File: src/design/hpev_pkg.sv
// Shared types and constants for the host and port endpoint validator.
package hpev_pkg;

	localparam logic [8:0] MAX_TEXT        = 9'd260;
	localparam logic [9:0] MAX_DOMAIN      = 10'd253;
	localparam logic [6:0] MAX_LABEL       = 7'd63;
	localparam logic [2:0] MAX_PORT_DIGITS = 3'd5;
	localparam logic [16:0] MAX_PORT       = 17'd65535;
	localparam logic [9:0] MAX_OCTET       = 10'd255;

	localparam int FIFO_DEPTH = 4;
	localparam int FIFO_AW    = $clog2(FIFO_DEPTH);

	typedef enum logic [3:0] {
		ST_OK          = 4'd0,
		ST_TOO_LONG    = 4'd1,
		ST_WHITESPACE  = 4'd2,
		ST_BRACKETED   = 4'd3,
		ST_BAD_COLON   = 4'd4,
		ST_PORT_EMPTY  = 4'd5,
		ST_PORT_LONG   = 4'd6,
		ST_PORT_BAD    = 4'd7,
		ST_LEGACY      = 4'd8,
		ST_BAD_DOMAIN  = 4'd9
	} status_t;

	typedef enum logic [1:0] {
		KIND_NONE   = 2'd0,
		KIND_IPV4   = 2'd1,
		KIND_DOMAIN = 2'd2
	} kind_t;

	// Classification of one input byte, as carried from front to back.
	typedef struct packed {
		logic       last;
		logic       digit;
		logic [3:0] dval;
		logic       dot;
		logic       colon;
		logic       ws;
		logic       lbracket;
		logic       letter;
		logic       hex;
		logic       zero;
		logic       xchar;
		logic       hyphen;
	} cls_t;

	typedef struct packed {
		logic empty;
		logic full;
	} fifo_stat_t;

endpackage

File: src/design/hpev_front.sv
// Front end: accepts input beats and classifies each byte.
module hpev_front (
	input  logic              in_valid,
	output logic              in_stall,
	input  logic [7:0]        ch,
	input  logic              last,
	input  hpev_pkg::fifo_stat_t fstat,
	output logic              push,
	output hpev_pkg::cls_t    cls
);
	import hpev_pkg::*;

	assign in_stall = fstat.full;
	assign push     = in_valid && !fstat.full;

	always_comb begin
		cls          = '0;
		cls.last     = last;
		cls.digit    = (ch inside {[8'h30:8'h39]});
		cls.dval     = ch[3:0];
		cls.dot      = (ch == 8'h2E);
		cls.colon    = (ch == 8'h3A);
		cls.ws       = (ch == 8'h20) || (ch inside {[8'h09:8'h0D]});
		cls.lbracket = (ch == 8'h5B);
		cls.letter   = (ch inside {[8'h41:8'h5A], [8'h61:8'h7A]});
		cls.hex      = (ch inside {[8'h30:8'h39], [8'h41:8'h46], [8'h61:8'h66]});
		cls.zero     = (ch == 8'h30);
		cls.xchar    = (ch == 8'h78) || (ch == 8'h58);
		cls.hyphen   = (ch == 8'h2D);
	end

endmodule

File: src/design/hpev_fifo.sv
// Short queue of classified bytes between front and back.
module hpev_fifo (
	input  logic                 clk,
	input  logic                 arst_n,
	input  logic                 push,
	input  hpev_pkg::cls_t       push_data,
	input  logic                 pop,
	output hpev_pkg::cls_t       head,
	output hpev_pkg::fifo_stat_t fstat
);
	import hpev_pkg::*;

	cls_t               entry_q [FIFO_DEPTH];
	logic [FIFO_AW-1:0] wr_ptr_q;
	logic [FIFO_AW-1:0] rd_ptr_q;
	logic [FIFO_AW:0]   count_q;

	assign head        = entry_q[rd_ptr_q];
	assign fstat.empty = (count_q == '0);
	assign fstat.full  = (count_q == (FIFO_AW+1)'(FIFO_DEPTH));

	always_ff @(posedge clk) begin
		if (push) begin
			entry_q[wr_ptr_q] <= push_data;
		end
	end

	always_ff @(posedge clk or negedge arst_n) begin
		if (!arst_n) begin
			wr_ptr_q <= '0;
			rd_ptr_q <= '0;
			count_q  <= '0;
		end else begin
			if (push) begin
				wr_ptr_q <= wr_ptr_q + 1'b1;
			end
			if (pop) begin
				rd_ptr_q <= rd_ptr_q + 1'b1;
			end
			if (push && !pop) begin
				count_q <= count_q + 1'b1;
			end else if (pop && !push) begin
				count_q <= count_q - 1'b1;
			end
		end
	end

endmodule

File: src/design/hpev_back.sv
// Back end: per-byte parse state, the verdict on the last byte, and the result register.
module hpev_back (
	input  logic                 clk,
	input  logic                 arst_n,
	input  hpev_pkg::cls_t       head,
	input  hpev_pkg::fifo_stat_t fstat,
	output logic                 pop,
	output logic                 out_valid,
	input  logic                 out_stall,
	output logic [3:0]           status,
	output logic [1:0]           kind,
	output logic [15:0]          port,
	output logic [31:0]          ipv4_value,
	output logic [8:0]           host_length
);
	import hpev_pkg::*;

	// Parse state
	logic [8:0]  bc_q, n_bc;
	logic [1:0]  colon_q, n_colon;
	logic        first_q, n_first;
	logic        ws_q, n_ws;
	logic        bracket_q, n_bracket;
	logic        cfirst_q, n_cfirst;
	logic        pbad_q, n_pbad;
	logic [2:0]  pd_q, n_pd;
	logic [16:0] pv_q, n_pv;
	logic [9:0]  oval_q, n_oval;
	logic [1:0]  odig_q, n_odig;
	logic [2:0]  ocnt_q, n_ocnt;
	logic        ook_q, n_ook;
	logic [31:0] shift_q, n_shift;
	logic [1:0]  llen_q, n_llen;
	logic        ldig_q, n_ldig;
	logic        lhex_q, n_lhex;
	logic        lok_q, n_lok;
	logic [6:0]  lab_q, n_lab;
	logic        lhyph_q, n_lhyph;
	logic        dok_q, n_dok;
	logic [8:0]  hl_q, n_hl;

	// Result register
	logic        out_valid_q;
	status_t     status_q;
	kind_t       kind_q;
	logic [15:0] port_q;
	logic [31:0] addr_q;
	logic [8:0]  hlen_q;

	logic        out_free;
	logic        comp_ok;
	logic        hx;
	logic        f_ook;
	logic        is_ipv4;
	logic        is_legacy;
	logic        ended_dot;
	logic [9:0]  dom_len;
	logic        dom_ok;
	status_t     v_status;
	kind_t       v_kind;

	assign out_free = !out_valid_q || !out_stall;
	assign pop      = !fstat.empty && (!head.last || out_free);

	// Next state for the byte at the head of the queue.
	always_comb begin
		n_bc = bc_q;       n_colon = colon_q;   n_first = first_q;  n_ws = ws_q;
		n_bracket = bracket_q; n_cfirst = cfirst_q; n_pbad = pbad_q;
		n_pd = pd_q;       n_pv = pv_q;
		n_oval = oval_q;   n_odig = odig_q;     n_ocnt = ocnt_q;    n_ook = ook_q;
		n_shift = shift_q;
		n_llen = llen_q;   n_ldig = ldig_q;     n_lhex = lhex_q;    n_lok = lok_q;
		n_lab = lab_q;     n_lhyph = lhyph_q;   n_dok = dok_q;      n_hl = hl_q;
		comp_ok = (llen_q != 2'd0) && (ldig_q || (lhex_q && llen_q > 2'd2));
		hx = 1'b0;

		if (bc_q <= MAX_TEXT) begin
			n_bc = bc_q + 9'd1;
		end
		if (first_q) begin
			n_bracket = head.lbracket;
			n_first   = 1'b0;
		end
		if (head.ws) begin
			n_ws = 1'b1;
		end

		if (head.colon) begin
			if (colon_q == 2'd0 && hl_q == 9'd0) begin
				n_cfirst = 1'b1;
			end
			if (colon_q < 2'd2) begin
				n_colon = colon_q + 2'd1;
			end
		end else if (colon_q == 2'd0) begin
			if (hl_q <= MAX_TEXT) begin
				n_hl = hl_q + 9'd1;
			end
			// Strict dotted quad.
			if (head.digit) begin
				if (odig_q == 2'd1 && oval_q == 10'd0) begin
					n_ook = 1'b0;
				end
				if (odig_q == 2'd3) begin
					n_ook = 1'b0;
				end else begin
					n_oval = 10'(oval_q * 10'd10) + {6'd0, head.dval};
					n_odig = odig_q + 2'd1;
				end
			end else if (head.dot) begin
				if (odig_q == 2'd0 || oval_q > MAX_OCTET) begin
					n_ook = 1'b0;
				end
				n_shift = {shift_q[23:0], oval_q[7:0]};
				if (ocnt_q >= 3'd4) begin
					n_ook = 1'b0;
				end else begin
					n_ocnt = ocnt_q + 3'd1;
				end
				n_oval = '0;
				n_odig = '0;
			end else begin
				n_ook = 1'b0;
			end
			// Legacy numeric components.
			if (head.dot) begin
				if (!comp_ok) begin
					n_lok = 1'b0;
				end
				n_llen = '0;
				n_ldig = 1'b1;
				n_lhex = 1'b1;
			end else begin
				if (!head.digit) begin
					n_ldig = 1'b0;
				end
				case (llen_q)
					2'd0:    hx = head.zero;
					2'd1:    hx = head.xchar;
					default: hx = head.hex;
				endcase
				if (!hx) begin
					n_lhex = 1'b0;
				end
				if (llen_q < 2'd3) begin
					n_llen = llen_q + 2'd1;
				end
			end
			// Domain labels.
			if (head.dot) begin
				if (lab_q == 7'd0 || lab_q > MAX_LABEL || lhyph_q) begin
					n_dok = 1'b0;
				end
				n_lab   = '0;
				n_lhyph = 1'b0;
			end else begin
				if (!(head.letter || head.digit || head.hyphen)) begin
					n_dok = 1'b0;
				end
				if (lab_q == 7'd0 && head.hyphen) begin
					n_dok = 1'b0;
				end
				n_lhyph = head.hyphen;
				if (lab_q <= MAX_LABEL) begin
					n_lab = lab_q + 7'd1;
				end
			end
		end else begin
			if (pd_q <= MAX_PORT_DIGITS) begin
				n_pd = pd_q + 3'd1;
			end
			if (!head.digit) begin
				n_pbad = 1'b1;
			end else if (n_pd <= MAX_PORT_DIGITS) begin
				n_pv = 17'(pv_q * 17'd10) + {13'd0, head.dval};
			end
		end
	end

	// Verdict, taken from the state after the last byte.
	always_comb begin
		f_ook = n_ook && (n_odig != 2'd0) && (n_oval <= MAX_OCTET) && (n_ocnt < 3'd4);
		is_ipv4 = f_ook && (n_ocnt == 3'd3);
		is_legacy = n_lok && (n_hl != 9'd0) &&
			((n_llen == 2'd0) ||
			(n_ldig || (n_lhex && n_llen > 2'd2)));
		ended_dot = (n_lab == 7'd0);
		dom_len = {1'b0, n_hl} - {9'd0, ended_dot};
		dom_ok = n_dok && (n_hl != 9'd0) && (dom_len <= MAX_DOMAIN) &&
			(ended_dot || (n_lab <= MAX_LABEL && !n_lhyph));

		v_kind = KIND_NONE;
		if (n_bc > MAX_TEXT) begin
			v_status = ST_TOO_LONG;
		end else if (n_ws) begin
			v_status = ST_WHITESPACE;
		end else if (n_bracket) begin
			v_status = ST_BRACKETED;
		end else if (n_colon != 2'd1 || n_cfirst) begin
			v_status = ST_BAD_COLON;
		end else if (n_pd == 3'd0) begin
			v_status = ST_PORT_EMPTY;
		end else if (n_pd > MAX_PORT_DIGITS) begin
			v_status = ST_PORT_LONG;
		end else if (n_pbad || n_pv == 17'd0 || n_pv > MAX_PORT) begin
			v_status = ST_PORT_BAD;
		end else if (is_ipv4) begin
			v_status = ST_OK;
			v_kind   = KIND_IPV4;
		end else if (is_legacy) begin
			v_status = ST_LEGACY;
		end else if (dom_ok) begin
			v_status = ST_OK;
			v_kind   = KIND_DOMAIN;
		end else begin
			v_status = ST_BAD_DOMAIN;
		end
	end

	always_ff @(posedge clk or negedge arst_n) begin
		if (!arst_n) begin
			bc_q <= '0;     colon_q <= '0;   first_q <= 1'b1; ws_q <= 1'b0;
			bracket_q <= 1'b0; cfirst_q <= 1'b0; pbad_q <= 1'b0;
			pd_q <= '0;     pv_q <= '0;
			oval_q <= '0;   odig_q <= '0;    ocnt_q <= '0;    ook_q <= 1'b1;
			shift_q <= '0;
			llen_q <= '0;   ldig_q <= 1'b1;  lhex_q <= 1'b1;  lok_q <= 1'b1;
			lab_q <= '0;    lhyph_q <= 1'b0; dok_q <= 1'b1;   hl_q <= '0;
		end else if (pop && head.last) begin
			bc_q <= '0;     colon_q <= '0;   first_q <= 1'b1; ws_q <= 1'b0;
			bracket_q <= 1'b0; cfirst_q <= 1'b0; pbad_q <= 1'b0;
			pd_q <= '0;     pv_q <= '0;
			oval_q <= '0;   odig_q <= '0;    ocnt_q <= '0;    ook_q <= 1'b1;
			shift_q <= '0;
			llen_q <= '0;   ldig_q <= 1'b1;  lhex_q <= 1'b1;  lok_q <= 1'b1;
			lab_q <= '0;    lhyph_q <= 1'b0; dok_q <= 1'b1;   hl_q <= '0;
		end else if (pop) begin
			bc_q <= n_bc;   colon_q <= n_colon; first_q <= n_first; ws_q <= n_ws;
			bracket_q <= n_bracket; cfirst_q <= n_cfirst; pbad_q <= n_pbad;
			pd_q <= n_pd;   pv_q <= n_pv;
			oval_q <= n_oval; odig_q <= n_odig; ocnt_q <= n_ocnt; ook_q <= n_ook;
			shift_q <= n_shift;
			llen_q <= n_llen; ldig_q <= n_ldig; lhex_q <= n_lhex; lok_q <= n_lok;
			lab_q <= n_lab; lhyph_q <= n_lhyph; dok_q <= n_dok;   hl_q <= n_hl;
		end
	end

	always_ff @(posedge clk or negedge arst_n) begin
		if (!arst_n) begin
			out_valid_q <= 1'b0;
		end else if (pop && head.last) begin
			out_valid_q <= 1'b1;
		end else if (!out_stall) begin
			out_valid_q <= 1'b0;
		end
	end

	always_ff @(posedge clk) begin
		if (pop && head.last) begin
			status_q <= v_status;
			kind_q   <= v_kind;
			port_q   <= (v_status == ST_OK) ? n_pv[15:0] : 16'd0;
			addr_q   <= (v_kind == KIND_IPV4) ? {n_shift[23:0], n_oval[7:0]} : 32'd0;
			hlen_q   <= (v_status == ST_OK || v_status >= ST_PORT_EMPTY) ? n_hl : 9'd0;
		end
	end

	assign out_valid   = out_valid_q;
	assign status      = status_q;
	assign kind        = kind_q;
	assign port        = port_q;
	assign ipv4_value  = addr_q;
	assign host_length = hlen_q;

endmodule

File: src/design/host_port_endpoint_validator.sv
// A last byte accepted into the queue has its verdict registered in the result register when it is popped.
// Throughput: one byte per cycle, also across verdicts, while the result is taken.
// The queue holds four beats; the parse state is updated by the back end per byte.
// A held verdict stalls only the queue's last beat; earlier bytes keep flowing.
// Reset is asynchronous and clears queue, parse state and result valid at once.
module host_port_endpoint_validator (
	input  logic        clk,
	input  logic        arst_n,
	input  logic        in_valid,
	output logic        in_stall,
	input  logic [7:0]  ch,
	input  logic        last,
	output logic        out_valid,
	input  logic        out_stall,
	output logic [3:0]  status,
	output logic [1:0]  kind,
	output logic [15:0] port,
	output logic [31:0] ipv4_value,
	output logic [8:0]  host_length
);
	import hpev_pkg::*;

	cls_t       cls;
	cls_t       head;
	fifo_stat_t fstat;
	logic       push;
	logic       pop;

	hpev_front u_front (
		.in_valid (in_valid),
		.in_stall (in_stall),
		.ch       (ch),
		.last     (last),
		.fstat    (fstat),
		.push     (push),
		.cls      (cls)
	);

	hpev_fifo u_fifo (
		.clk       (clk),
		.arst_n    (arst_n),
		.push      (push),
		.push_data (cls),
		.pop       (pop),
		.head      (head),
		.fstat     (fstat)
	);

	hpev_back u_back (
		.clk         (clk),
		.arst_n      (arst_n),
		.head        (head),
		.fstat       (fstat),
		.pop         (pop),
		.out_valid   (out_valid),
		.out_stall   (out_stall),
		.status      (status),
		.kind        (kind),
		.port        (port),
		.ipv4_value  (ipv4_value),
		.host_length (host_length)
	);

endmodule

File: config.mk
export PLATFORM = sky130hd
export DESIGN_NAME = host_port_endpoint_validator
export DESIGN_NICKNAME = d
export VERILOG_FILES = /design/src/design/hpev_pkg.sv /design/src/design/hpev_front.sv /design/src/design/hpev_fifo.sv /design/src/design/hpev_back.sv /design/src/design/host_port_endpoint_validator.sv
export SDC_FILE = /design/constraint.sdc
export NUM_CORES = 1
export LEC_CHECK = 0
export BUFFER_PORTS_ARGS = -buffer_cell sky130_fd_sc_hd__buf_2
export CORE_ASPECT_RATIO = 0.7
export CORE_UTILIZATION = 56
export DETAILED_ROUTE_END_ITERATION = 10
export GPL_ROUTABILITY_DRIVEN = 0
export PLACE_DENSITY = 0.77
export SYNTH_ARGS = -nofsm -noshare
export SYNTH_HDL_FRONTEND = slang
export SYNTH_SLANG_ARGS = --single-unit
File: constraint.sdc
create_clock -name clk -period 4.2 [get_ports clk]
set_input_delay 0.84 -clock clk [delete_from_list [all_inputs] [get_ports clk]]
set_output_delay 0.84 -clock clk [all_outputs]
set_load 0.01 [all_outputs]
==> results.md <==
- Root Driver: clkbuf_16
- Sw Pwr: 4.67 mW
- Compound-Gate Fraction of Synth Area: 0.159
- Final hold slack: 0.355 ns
- Int Pwr: 6.48 mW
- CTS tree: done
- Max cap viols: 0
- Setup TNS: -0.217 ns
- Max clock buf depth: 3
- Gate Count Post-Synth: 1,283
- Yosys reg bits: 230
- Failing checks: setup timing
- Drt wl/cell: 19.8 µm
- Vias in the first global route: 10,200
- Setup WS pre-CTS: -0.127 ns
- Commonest non-fill, non-tap cell in the layout: nand2_1
- Hold buffer count at cts: 0
- Antenna-violating nets left: 0
- Relative slew slack: 0.316
- Sw Ratio: 0.419
- Sinks on Clock Net: 230
- Worst R2R Setup Slack: -0.02 ns
- First-pass GRT wire length: 53,900 µm
- Rows: 46
- VDD IR max: 0.592 mV
- Asr flop ratio synth: 0.465
- Initial Util: 0.574
- Crit path DAT: 4.51 ns
- Worst reg2reg path startpoint: u_fifo.rd_ptr_q[0]$_DFFE_PN0P_
- Synth-to-Final Area Change: 18.4%
- DR vias: 10,900
- Final Hold Viols: 0
- Post-synth EDFFs: 123
- Worst Max-Slew Pin Slew: 1.00 ns
- RSZ-0062 raised after global routing: yes
- RR Endpoint: u_back.ipv4_value[12]$_SDFFCE_PP0P_
- DR DRC count: 0
- Nets: 1,485
- Via-to-Cell Ratio: 6.27
- Gate power share: 0.498
- Syn nets: 1,361
- Antenna violations before repair: 0
- Die Y-Extent: 130 µm
- Skew final: 0.0245 ns
- Clk_lat worst skew: 0.54 ns
- Crit Path Class: register to register
- Die X-Extent: 184 µm
- TritonCTS buffer count: 24
- Die area: 23,900 µm²
- Crit path time final: 4.22 ns
- Worst r2r path cells: 14
- DP HPWL: 22,200 µm
- Post-synthesis sequential area ratio: 0.489
- Mux contribution to synthesized area: 0.0392
- Critical Path Fanout Max: 8
- Crit start category: register
- Post-Syn Area per Cell: 10.2 µm²
- Status: finished with violations
- Iteration-0 DRC count of the detailed router: 1,250
- Crit path capture type: register
- First-pass DRT Iterations: 6
- Setup-failing EPs final: 24
- Worst path required time: 4.49 ns
- Syn. warnings: 0
- Most used DFF post-synth: edfxtp_1
- Mapped cell area: 13,100 µm²
- Setup WS post-layout: -0.0211 ns
- Post-Synth Simple-Gate Area: 0.186
- Power Density: 721 nW/µm²
- Most frequent cells in the layout: nand2_1, edfxtp_1, o21ai_0
- I/O Buffers: 77
- Clk pin slew, worst setup/hold paths: 0.07 ns
- Slew Viols, Final: 0
- Main combinational cell family by area after synthesis: simple AND/OR/NAND/NOR gates
- Highest clock rate: 237 MHz
- Largest net degree at the start of global routing: 69
- Area share of fa/ha/maj cells after synthesis: 0.0652
- Share of cells above drive strength 1: 0.218
- Post-synthesis xor/xnor area fraction: 0.0312
- Reg power frac: 0.309
- Total wire length: 34,400 µm
- Layout Utilization: 0.680
- Clock share of power: 0.193
- Pleak: 6.24 nW
- Type of the tightest min-delay check: input pin to async pin
- Distinct cells, synth: 90
- Core footprint: 22,700 µm²
- Total Routing Usage GR: 0.286
- H-tree levels: 1
- Crit share post-route: 1.01
- # IOs: 78
- Antenna diode count: 0
- Grt ovf: 0
Yosys cell counts, types with 7 or more instances:
library cell | n | area share
edfxtp_1 | 123 | 0.28
nor2b_1 | 15 | 0.0072
a21o_1 | 10 | 0.0058
a21oi_1 | 74 | 0.028
nor2_1 | 83 | 0.024
a22oi_1 | 7 | 0.0040
xor2_1 | 19 | 0.013
o21ai_0 | 110 | 0.042
clkbuf_1 | 51 | 0.015
nand2_1 | 205 | 0.059
a31oi_1 | 13 | 0.0062
nor3b_1 | 11 | 0.0063
mux4_2 | 15 | 0.026
o31ai_1 | 11 | 0.0063
and3_1 | 11 | 0.0053
nand3_1 | 49 | 0.019
nand2b_1 | 13 | 0.0062
a22o_1 | 11 | 0.0074
xnor2_1 | 25 | 0.017
inv_1 | 32 | 0.0092
nor4_1 | 11 | 0.0053
mux2i_1 | 8 | 0.0061
nor3_1 | 24 | 0.0092
o21a_1 | 8 | 0.0046
and2_1 | 13 | 0.0062
a211oi_1 | 7 | 0.0040
or3_1 | 11 | 0.0053
ha_1 | 60 | 0.058
nand4_1 | 9 | 0.0043
dfrtp_1 | 101 | 0.19
worst max-delay path, cell delays in order, from the launching register on:
cell	delay (ns)
dfrtp_1	0.40
mux4_2	0.59
ha_4	0.19
fa_2	0.35
xor2_1	0.19
or4_1	0.49
or3_1	0.37
o31ai_2	0.21
nand4_1	0.16
nor4b_4	0.31
a31oi_2	0.14
buf_4	0.17
nand3_4	0.16
clkbuf_16	0.20
a21oi_1	0.04
state kept, by name, summed over array words and instances, names as in the netlist, 3 cells and up:
| signal | count |
|---|---|
| u_fifo.entry_q | 60 |
| u_back.ipv4_value | 32 |
| u_back.shift_q | 24 |
| u_back.pv_q | 17 |
| u_back.port | 16 |
| u_back.oval_q | 10 |
| u_back.bc_q | 9 |
| u_back.hl_q | 9 |
| u_back.host_length | 9 |
| u_back.lab_q | 7 |
| u_back.status | 4 |
| u_back.ocnt_q | 3 |
| u_back.pd_q | 3 |
| u_fifo.count_q | 3 |
power groups by stage:
stage          combinational, mW  clock (mW)  sequential [mW]
3_3_place_gp                4.85           0             3.46
2_1_floorplan               3.21           0             3.54
3_5_place_dp                5.01           0             3.46
5_1_grt                     6.03        2.25             3.51
6_report                    5.55        2.15             3.45
4_1_cts                     5.14        2.17             3.43
kinds of logic after synthesis:
kind of cell             after synthesis
buffers and inverters                 99
adder cells (fa/ha/maj)               65
AND/OR/NAND/NOR                      494
XOR/XNOR                              45
flip-flops                           230
multiplexers                          31
AO/OA/AOI/OAI                        319
stage by stage:
stage	std cells	cell area, µm²	power (mW)
finish	1737	15500	11.1
global route	1737	15500	11.8
CTS	1725	15000	10.7
detailed placement	1673	14100	8.47
global placement	1673	14100	8.31
floorplan	1283	13100	6.75
worst max-delay path by stage:
stage                     depth (start not counted)                             endpoint                            from  slack, ns
final                                            14  u_back.ipv4_value[12]$_SDFFCE_PP0P_  u_fifo.rd_ptr_q[0]$_DFFE_PN0P_      -0.02
after CTS                                        14  u_back.ipv4_value[15]$_SDFFCE_PP0P_      u_back.pv_q[2]$_DFFE_PN0P_      0.003
after global placement                           15   u_back.ipv4_value[6]$_SDFFCE_PP0P_      u_back.pv_q[1]$_DFFE_PN0P_       0.04
after global routing                             16         u_back.port[2]$_SDFFCE_PP0P_  u_fifo.rd_ptr_q[1]$_DFFE_PN0P_      -0.15
after detailed placement                         16         u_back.port[3]$_SDFFCE_PP0P_  u_fifo.rd_ptr_q[1]$_DFFE_PN0P_      -0.13
after floorplan                                  15  u_back.ipv4_value[10]$_SDFFCE_PP0P_  u_fifo.rd_ptr_q[0]$_DFFE_PN0P_      0.005
metal layers:
metal  vias to the layer above  part of all wire  GRT usage
met5                         -                 0          0
met4                         0             0.017     0.0716
met3                        56             0.081     0.0527
met2                       528              0.46      0.444
met1                      5343              0.44      0.416
li1                       4972                 -          -
final cells by class:
| class | count | area, µm² |
|---|---|---|
| clock buffer | 33 | 654 |
| clock inverter | 11 | 140 |
| fill | 1686 | 7280 |
| inverter | 32 | 120 |
| multi-input combinational | 955 | 6640 |
| sequential | 230 | 6380 |
| tap | 312 | 390 |
| timing repair buffer | 164 | 1130 |
what timing repair did:
action	CTS	global route
hold endpoints to repair	0	0
endpoints found under the setup margin	53	54
gates cloned	2	2
resized for setup	18	56
pin swaps	4	27
setup buffers	6	10
Note: power is estimated with default switching activity, not from simulation.
